--- src/design/mts_pkg.sv ---
// ----------------------------------------------------------------------------
// mts_pkg
// Shared codes and control types of the min-tracking stack.
// ----------------------------------------------------------------------------
package mts_pkg;

    localparam int unsigned OUT_BITS = 31;

    localparam logic [1:0] CMD_PUSH  = 2'd0;
    localparam logic [1:0] CMD_POP   = 2'd1;
    localparam logic [1:0] CMD_QUERY = 2'd2;

    // Commands from the controller to the datapath.
    typedef struct packed {
        logic load_val;  // capture the pushed value
        logic wr_min;    // write the current minimum at the fill point
        logic wr_val;    // write the captured value at the fill point
        logic set_min;   // with wr_val: the value becomes the minimum
        logic dec;       // drop one entry and read the entry that becomes the new top
        logic take_min;  // minimum from read data
        logic take_top;  // top from read data
        logic load_out;  // register a result from the next state
        logic ovf;       // the result reports a dropped push
    } t_ctrl;

    // Status from the datapath to the controller.
    typedef struct packed {
        logic empty;
        logic one_left;
        logic le_min;     // offered value is no greater than the minimum
        logic fit1;
        logic fit2;
        logic top_is_min;
        logic out_free;
    } t_stat;

endpackage

--- src/design/mts_ctrl.sv ---
// ----------------------------------------------------------------------------
// mts_ctrl
// Sequencer that turns each accepted item into datapath steps.
// ----------------------------------------------------------------------------
module mts_ctrl import mts_pkg::*; (
    input  logic       i_clk,
    input  logic       i_rst_n,
    input  logic       i_in_valid,
    input  logic [1:0] i_cmd,
    input  t_stat      i_stat,
    output logic       o_in_ready,
    output t_ctrl      o_ctrl
);

    typedef enum logic [1:0] {
        S_IDLE,
        S_PUSH_VAL,
        S_POP_MIN,
        S_POP_TOP
    } t_state;

    t_state r_state, n_state;
    logic   r_set_min, n_set_min;
    logic   save;
    logic   accept;

    assign o_in_ready = (r_state == S_IDLE) && i_stat.out_free;
    assign accept     = o_in_ready && i_in_valid;
    assign save       = !i_stat.empty && i_stat.le_min;

    always_comb begin
        n_state   = r_state;
        n_set_min = r_set_min;
        o_ctrl    = '0;
        case (r_state)
            S_IDLE: begin
                if (accept) begin
                    case (i_cmd)
                        CMD_PUSH: begin
                            if (save ? !i_stat.fit2 : !i_stat.fit1) begin
                                o_ctrl.load_out = 1'b1;
                                o_ctrl.ovf      = 1'b1;
                            end else begin
                                // A push at or below the minimum first saves the old one.
                                o_ctrl.load_val = 1'b1;
                                o_ctrl.wr_min   = save;
                                n_set_min       = save || i_stat.empty;
                                n_state         = S_PUSH_VAL;
                            end
                        end
                        CMD_POP: begin
                            if (i_stat.empty) begin
                                o_ctrl.load_out = 1'b1;
                            end else begin
                                o_ctrl.dec = 1'b1;
                                if (i_stat.one_left) begin
                                    o_ctrl.load_out = 1'b1;
                                end else if (i_stat.top_is_min) begin
                                    n_state = S_POP_MIN;
                                end else begin
                                    n_state = S_POP_TOP;
                                end
                            end
                        end
                        CMD_QUERY: begin
                            o_ctrl.load_out = 1'b1;
                        end
                        default: begin
                            o_ctrl.load_out = 1'b1;
                        end
                    endcase
                end
            end
            S_PUSH_VAL: begin
                o_ctrl.wr_val   = 1'b1;
                o_ctrl.set_min  = r_set_min;
                o_ctrl.load_out = 1'b1;
                n_state         = S_IDLE;
            end
            S_POP_MIN: begin
                // The saved minimum is removed as well.
                o_ctrl.take_min = 1'b1;
                o_ctrl.dec      = 1'b1;
                if (i_stat.one_left) begin
                    o_ctrl.load_out = 1'b1;
                    n_state         = S_IDLE;
                end else begin
                    n_state = S_POP_TOP;
                end
            end
            S_POP_TOP: begin
                o_ctrl.take_top = 1'b1;
                o_ctrl.load_out = 1'b1;
                n_state         = S_IDLE;
            end
            default: begin
                n_state = S_IDLE;
            end
        endcase
    end

    always_ff @(posedge i_clk) begin
        if (!i_rst_n) begin
            r_state   <= S_IDLE;
            r_set_min <= 1'b0;
        end else begin
            r_state   <= n_state;
            r_set_min <= n_set_min;
        end
    end

endmodule

--- config.mk ---
export PLATFORM = sky130hd
export DESIGN_NAME = mts_ctrl
export DESIGN_NICKNAME = d
export VERILOG_FILES = /design/src/design/mts_pkg.sv /design/src/design/mts_ctrl.sv
export SDC_FILE = /design/constraint.sdc
export NUM_CORES = 1
export LEC_CHECK = 0
export BUFFER_PORTS_ARGS = -buffer_cell sky130_fd_sc_hd__buf_2
export CORE_AREA = 4 4 41 43
export DETAILED_ROUTE_END_ITERATION = 7
export DIE_AREA = 0 0 45 47
export GPL_TIMING_DRIVEN = 0
export SLEW_MARGIN = 20
export SYNTH_ARGS = -nofsm -noshare
export SYNTH_HDL_FRONTEND = slang
export SYNTH_SLANG_ARGS = --single-unit
export TNS_END_PERCENT = 50
--- constraint.sdc ---
create_clock -name i_clk -period 1.5 [get_ports i_clk]
set_clock_uncertainty 0.15 [all_clocks]
set_input_delay 0.3 -clock i_clk [delete_from_list [all_inputs] [get_ports i_clk]]
set_output_delay 0.3 -clock i_clk [all_outputs]
set_load 0.05 [all_outputs]
[Word level (Yosys, flattened, before mapping)]
Index checks and enable logic that the tools add are counted.
Word-level totals
  flip-flop bits (word level): 3
  latch bits: 0
  memory bits (writable): 0
  bits in read-only memories: 0
  input port bits: 12
  output and inout port bits: 10
  word-level logic and storage cells: 52
  memories: 0
Operators by class
  add/sub/neg operators: 0
  multiply operators: 0
  divide/modulo/power cells: 0
  order comparisons: 0
  eq/ne operators: 9
  shift-type cells: 0
  muxes and demuxes: 28
  bitwise gates (word level): 1
  reductions and logical operators: 12
Operators by type and width (number)
  $mux W2: 12
  $mux W1: 11
  $ne A3 B3 Y1 const B: 3
  $pmux W2 S3: 1
  $reduce_and A5 Y1: 1
  $eq A2 B1 Y1 const B: 2
  $eq A2 B2 Y1 const B: 2
  $logic_not A2 Y1: 2
  $pmux W1 S2: 2
  $pmux W2 S2: 1
  $reduce_and A4 Y1: 1
  $logic_and A1 B1 Y1: 3
  $logic_not A1 Y1: 3
  $ne A3 B1 Y1 const B: 1
  $pmux W1 S3: 1
  $ne A2 B2 Y1 const B: 1
  $reduce_or A2 Y1: 1
  $logic_or A1 B1 Y1: 1
  $not A1 Y1: 1

[Logic depth before layout (Yosys ltp)]
Gate-level depths: netlist (run 1).
  depth in word-level cells: 7
  gate-level depth with buffers: 5
  gate-level depth less buffers: 4

[Least setup slack after synthesis (run 1)]
Ideal clock, no wire load.
  path type: reg-to-output
  from: register r_state[0]
  to: output port o_ctrl[5] (netlist bit)
  data arrival time: 1698 ps
  required time: 1050 ps
  slack: -648 ps
  cell stages (with the launch flop): 4
  buffers on the path: 1
  path through: dfxtp_1 > buf_6 > nor2b_1 > and2_1
RTL lines
  start, declared: line mts_ctrl.sv:22  | t_state r_state, n_state;
  start signal, assigned: line mts_ctrl.sv:107  | r_state <= n_state;
  end, declared: line mts_ctrl.sv:12  | output t_ctrl o_ctrl

==> results of run 1 <==
==> per-layer routing <==
| layer | vias up | part of all wire | global-route usage |
|---|---|---|---|
| li1 | 209 | - | - |
| met1 | 189 | 0.40 | 0.1406 |
| met2 | 19 | 0.51 | 0.2147 |
| met3 | 0 | 0.091 | 0.04981 |
| met4 | 0 | 0 | 0.01754 |
| met5 | - | 0 | 0 |
==> area by class of cell <==
type,instances,share of cell area
Clock buffer,4,0.03743
Inverter,1,0.005348
Multi-Input combinational cell,34,0.4706
Sequential cell,3,0.09269
Tap cell,15,0.02674
Timing Repair Buffer,29,0.3672
==> flip-flops by register name (all words and copies together), names as in the netlist <==
name       cells
r_set_min      1
r_state        2
==> cell usage after synthesis <==
cell	instances
nand3_1	1
a311o_1	1
nor3b_1	1
o221ai_1	1
o211a_1	1
nor2_1	5
and3_1	1
nor2b_1	3
and2_1	3
nand2b_1	1
inv_1	1
a311oi_1	1
a21oi_1	3
nand4b_1	1
nor3_2	1
nand2_1	4
and2b_1	1
nor3_1	1
and4bb_2	1
mux2_2	2
dfxtp_1	3
buf_6	1
nand4bb_1	1
==> power breakdown <==
part	switching [W]	total (W)	internal (W)	leakage (nW)
clock	0.0000425	0.000142	0.0000997	0.0150
sequential	0.00000169	0.0000827	0.0000810	0.0255
combinational	0.0000856	0.000155	0.0000694	0.273
total	0.000130	0.000380	0.000250	0.313
==> what timing repair did <==
action,in CTS,in global routing
pin swaps,6,5
resized for setup,32,11
endpoints found under the setup margin,12,13
buffers inserted,6,2
hold endpoints to repair,0,0
==> cell usage in the layout (no fill, tap or decap), types with 2 or more instances in the layout <==
master,synthesis,routed
a21oi_2,0,2
and2_4,0,2
buf_2,0,11
buf_4,0,6
buf_6,1,6
buf_8,0,6
clkbuf_4,0,3
mux2_2,2,2
nand2_1,4,3
nor2_1,5,3
nor2_4,0,2
nor2b_4,0,2
==> metrics by stage <==
stage / util / setup WS (ns) / area [µm²] / std cells / setup TNS, ns
final: 0.5394 / -0.3313 / 701.9 / 86 / -1.968
after global routing: 0.5394 / -0.3950 / 701.9 / 86 / -2.659
after CTS: 0.5087 / -0.4264 / 661.9 / 85 / -3.005
after detailed placement: 0.3625 / -0.3555 / 471.7 / 75 / -1.798
after global placement: 0.3625 / -0.3475 / 471.7 / 75 / -1.706
after floorplan: - / -0.1323 / 347.8 / 39 / -0.7148
==> worst paths after layout <==
path              startpoint         end  slack (ns)  cells past startpoint
setup / recovery  r_state[0]   o_ctrl[7]       -0.33                      4
hold / removal     i_stat[1]  r_state[0]        0.12                      2
setup reg to reg  r_state[0]  r_state[0]        0.02                      5
hold reg to reg    r_set_min   r_set_min        0.36                      1
==> logic make-up (layout without fill, tap and decap cells) <==
family                 Yosys count  count (layout)
and+or+nand+nor                 25              25
muxes                            2               2
buffers and inverters            2              34
DFF                              3               3
AOI/OAI and AO/OA                7               7
==> critical path: stages (launching register included) <==
cell and delay, ns:
dfxtp_2 0.32, nand4bb_4 0.26, nor3_4 0.20, and3_4 0.22, buf_8 0.14
==> flow_metrics.py, run 1 <==
metrics = {
    "run_status": {
        "status": "finished, violations left",
        "violations": "negative setup slack",
    },
    "timing": {
        "min_period_ns": 1.831,
        "timing.final.crit_share": 1.221,
        "hold_viol_final": 0,
        "setup_viol": 10,
        "layout_setup_ws_ns": -0.3313,
        "fmax_mhz": 546.1,
        "rsz0062_at_grt": "yes",
        "tightestPinTransition_ns": 0.2198,
        "holdWs_ns": 0.1185,
        "slew_violations": 0,
        "relSlewSlack": 0.8525,
    },
    "run": {
        "cap_violations": 0,
    },
    "global_routing": {
        "grt_pass1_vias": 442,
        "grt_max_degree": 7,
        "antenna_found_initial": 0,
        "track_usage": 0.1215,
        "overflow": 0,
        "grt_pass1_wl_um": 1904,
    },
    "clocking": {
        "clk_pin_slew_worst_paths_ns": 0.04,
        "cts.sinks": 3,
        "insertion_delay_ns": 0.23,
        "cts_tree": "done",
        "clock_path_buffers": 2,
        "numCtsBuffers": 3,
        "cts.htree.levels": 1,
        "clockRootBuffer": "clkbuf_4",
        "cts_hold_buf": 0,
    },
    "placed_design": {
        "gp_congestion": 0.7020,
        "hpwl_um": 719.3,
        "portBuffers": 21,
    },
    "floorplan": {
        "io_pins": 22,
        "dieWidth_um": 45,
        "coreArea_mm2": 0.001301,
        "start_util": 0.2317,
        "dieArea_mm2": 0.002115,
        "rows": 13,
        "die_height_um": 47,
    },
    "route": {
        "drt_wl_total_um": 1113,
        "drtAntennaViolNets": 0,
        "drtIter0Drc": 3,
        "viasPerCell": 4.849,
        "post_drt_wl_per_cell_um": 12.94,
        "num_vias": 417,
        "drcViolationCount": 0,
        "dr.pass1.iters": 2,
    },
    "finish": {
        "insertedDiodeCount": 0,
        "multi_input_area_um2": 330.3,
        "layout.nets": 84,
        "num-fill-cells": 130,
        "drive_above_1_share": 0.7746,
        "syn2layout_area_growth_pct": 132.8,
        "seqCellArea_um2": 65.06,
    },
    "yosys": {
        "synth_area_leaders": "dfxtp_1, mux2_2, and2_1",
        "synth_top_area_frac": 0.1992,
        "synth_mux_area_frac": 0.07469,
        "yosysWarningCount": 0,
        "syn_nets": 51,
        "synth_area_um2": 301.5,
        "ys_seq_area_frac": 0.1992,
        "synthAdderAreaFrac": 0,
        "synthDistinctLibCells": 23,
        "yosys.area_share.simple": 0.5021,
        "synth-seq-cells": 3,
        "synth_xor_area_frac": 0,
        "synth_compound_area_frac": 0.1743,
        "syn_inst": 39,
        "synth_top_family_by_area": "simple AND/OR/NAND/NOR gates",
        "synth.avg_cell_area_um2": 7.732,
        "yosys.area.top_type": "dfxtp_1",
    },
    "pwr": {
        "total_power_w": 0.0003800,
        "max-vdd-ir-drop_v": 0.0003373,
        "powerDensity_mw_per_mm2": 541.3,
        "p_leak_nw": 0.3131,
    },
    "critical_path": {
        "arrival_ns": 1.38,
        "crit_fanout": 4,
        "crit_path_end_kind": "output pin",
        "required_ns": 1.05,
        "crit_path_start_kind": "flop",
        "crit_type": "flop to output pin",
    },
    "min_path": {
        "hp-class": "primary input to flop",
    },
}
(Power assumes the default switching activity.)
==> run 2, diff against run 1 <==
Clock period 1.5 ns to 2 ns, I/O delays scaled along.
==> run 2 against run 1 <==
  * The run now ends clean
  * Highest routed layer is now met4
  * Core utilization fell by 9.4 points
  * Largest power group is now clock
  * Sequential power down 26%
  * Worst setup slack improved by 0.38 ns
  * Via count shrank 4.3%
  * Register-to-register slack improved by 0.39 ns
  * Critical path type unchanged
==> flow_metrics.py, run 2 (synthesis results as in run 1) <==
metrics = {
    "critical_path": {
        "arrival_ns": 1.40,
        "cp_slowest_stage_delay_ns": 0.35,
        "crit_fanout": 5,
        "critPathLaunch": "r_state[0]",
        "cp_num_buf_inv": 1,
        "reg2reg_from": "r_state[0]",
        "crit_type": "flop to output pin",
        "cp_slowest_cell": "dfxtp_4",
        "crit_family": "simple AND/OR/NAND/NOR gates",
        "crit_path_start_kind": "flop",
        "path_cells": "nand4bb_4 -> nor3_4 -> and3_4 -> buf_8",
        "required_ns": 1.45,
        "crit_path_end_kind": "output pin",
    },
    "finish": {
        "fin_area_um2": 579.3,
        "layout_common_cells": "buf_2, buf_4, nor2_1, nand2_1, clkbuf_4",
        "seqCellArea_um2": 67.56,
        "drive_above_1_share": 0.6429,
        "num-fill-cells": 141,
        "largest_reg_flops": 2,
        "layout.nets": 83,
        "top_regs": "r_state (2), r_set_min (1)",
        "syn2layout_area_growth_pct": 92.12,
        "top_register": "r_state",
        "insertedDiodeCount": 0,
        "instances_no_fill": 85,
        "mostFrequentLayoutCell": "buf_2",
        "multi_input_area_um2": 280.3,
    },
    "placed_design": {
        "portBuffers": 21,
        "dp_cells": 75,
        "gp_congestion": 0.7627,
        "placed_cell_area_um2": 430.4,
    },
    "route": {
        "dr.pass1.iters": 4,
        "viasPerCell": 4.694,
        "drtAntennaViolNets": 0,
        "drtIter0Drc": 5,
        "drcViolationCount": 0,
        "num_vias": 399,
        "drt_wl_total_um": 993,
        "post_drt_wl_per_cell_um": 11.68,
    },
    "pwr": {
        "total_power_w": 0.0002660,
        "powerDensity_mw_per_mm2": 459.1,
        "intPower_w": 0.0001717,
        "pwr-share-clk": 0.427,
        "p_sw_w": 0.00009433,
        "sw_frac_of_total": 0.3546,
        "p_seq_frac": 0.230,
        "max-vdd-ir-drop_v": 0.0001659,
        "comb_power_share": 0.343,
        "p_leak_nw": 0.2786,
    },
    "clocking": {
        "cts_tree": "done",
        "clk_pin_slew_worst_paths_ns": 0.04,
        "clockRootBuffer": "clkbuf_4",
        "clock_path_buffers": 2,
        "numCtsBuffers": 3,
        "cts.sinks": 3,
        "cts.htree.levels": 1,
        "insertion_delay_ns": 0.24,
    },
    "timing": {
        "timing.final.crit_share": 0.9767,
        "relSlewSlack": 0.8317,
        "setup_viol": 0,
        "hold_viol_final": 0,
        "min_period_ns": 1.953,
        "fmax_mhz": 511.9,
        "holdWs_ns": 0.1983,
        "slew_violations": 0,
        "tightestPinTransition_ns": 0.2542,
        "rsz0062_at_grt": "yes",
    },
    "floorplan": {
        "dieWidth_um": 45,
        "coreArea_mm2": 0.001301,
        "die_height_um": 47,
        "rows": 13,
        "start_util": 0.2317,
        "dieArea_mm2": 0.002115,
        "io_pins": 22,
    },
    "global_routing": {
        "track_usage": 0.09565,
        "grt_pass1_vias": 388,
        "overflow": 0,
        "antenna_found_initial": 0,
        "grt_pass1_wl_um": 1518,
        "grt_max_degree": 10,
    },
    "run_status": {
        "status": "finished clean",
    },
    "min_path": {
        "hp-class": "primary input to flop",
        "hp-start": "i_stat[1]",
    },
    "run": {
        "cap_violations": 0,
    },
}
## run 2: worst register-to-register path: stages, from the launching register on
cell       delay [ns]
dfxtp_4          0.35
nand4bb_4        0.26
nor3_4           0.19
buf_4            0.14
buf_4            0.09
a21oi_1          0.07
a311oi_1         0.23
## run 2: repair_timing
action / 4_1_cts / 5_1_grt
setup buffers: 4 / 3
setup endpoints to repair: 4 / 4
gates resized for setup: 16 / 5
endpoints found under the hold margin: 0 / 0
pin swaps: 4 / 3
hold buffers: 0 / 0
## run 2: metrics by stage
step / setup TNS (ns) / worst slack (ns) / util
after floorplan: -0.2475 / -0.1388 / -
after global placement: 0 / 0.005223 / 0.3308
after detailed placement: 0 / 0.01010 / 0.3308
after CTS: -0.0009555 / -0.0009555 / 0.4135
after global routing: -0.05783 / -0.03009 / 0.4452
final: 0 / 0.04667 / 0.4452
## run 2: power groups by stage
stage                     logic (W)  clock network [W]  registers [W]
after floorplan           0.0000515                  0      0.0000636
after global placement    0.0000767                  0      0.0000638
after detailed placement  0.0000773                  0      0.0000638
after CTS                 0.0000849           0.000112      0.0000630
after global routing      0.0000981           0.000124      0.0000615
final                     0.0000912           0.000114      0.0000613
## run 2: layout make-up
type,count,share of cell area
Tap cell,15,0.03240
Inverter,1,0.006479
Sequential cell,3,0.1166
Timing Repair Buffer,28,0.3153
Multi-Input combinational cell,34,0.4838
Clock buffer,4,0.04536
## run 2: layer usage
layer  GRT usage  share of wire  vias up
met5           0              0        -
met3     0.03065           0.10        5
met2      0.1610           0.43       21
met1      0.1207           0.41      167
li1            -              -      206
met4     0.01754          0.057        0
## run 2: final timing paths
| path | end | slack (ns) | depth (start not counted) |
|---|---|---|---|
| setup reg to reg | r_state[0] | 0.41 | 6 |
| setup / recovery | o_ctrl[7] | 0.05 | 4 |
| hold / removal | r_state[0] | 0.20 | 2 |
| hold reg to reg | r_set_min | 0.34 | 1 |
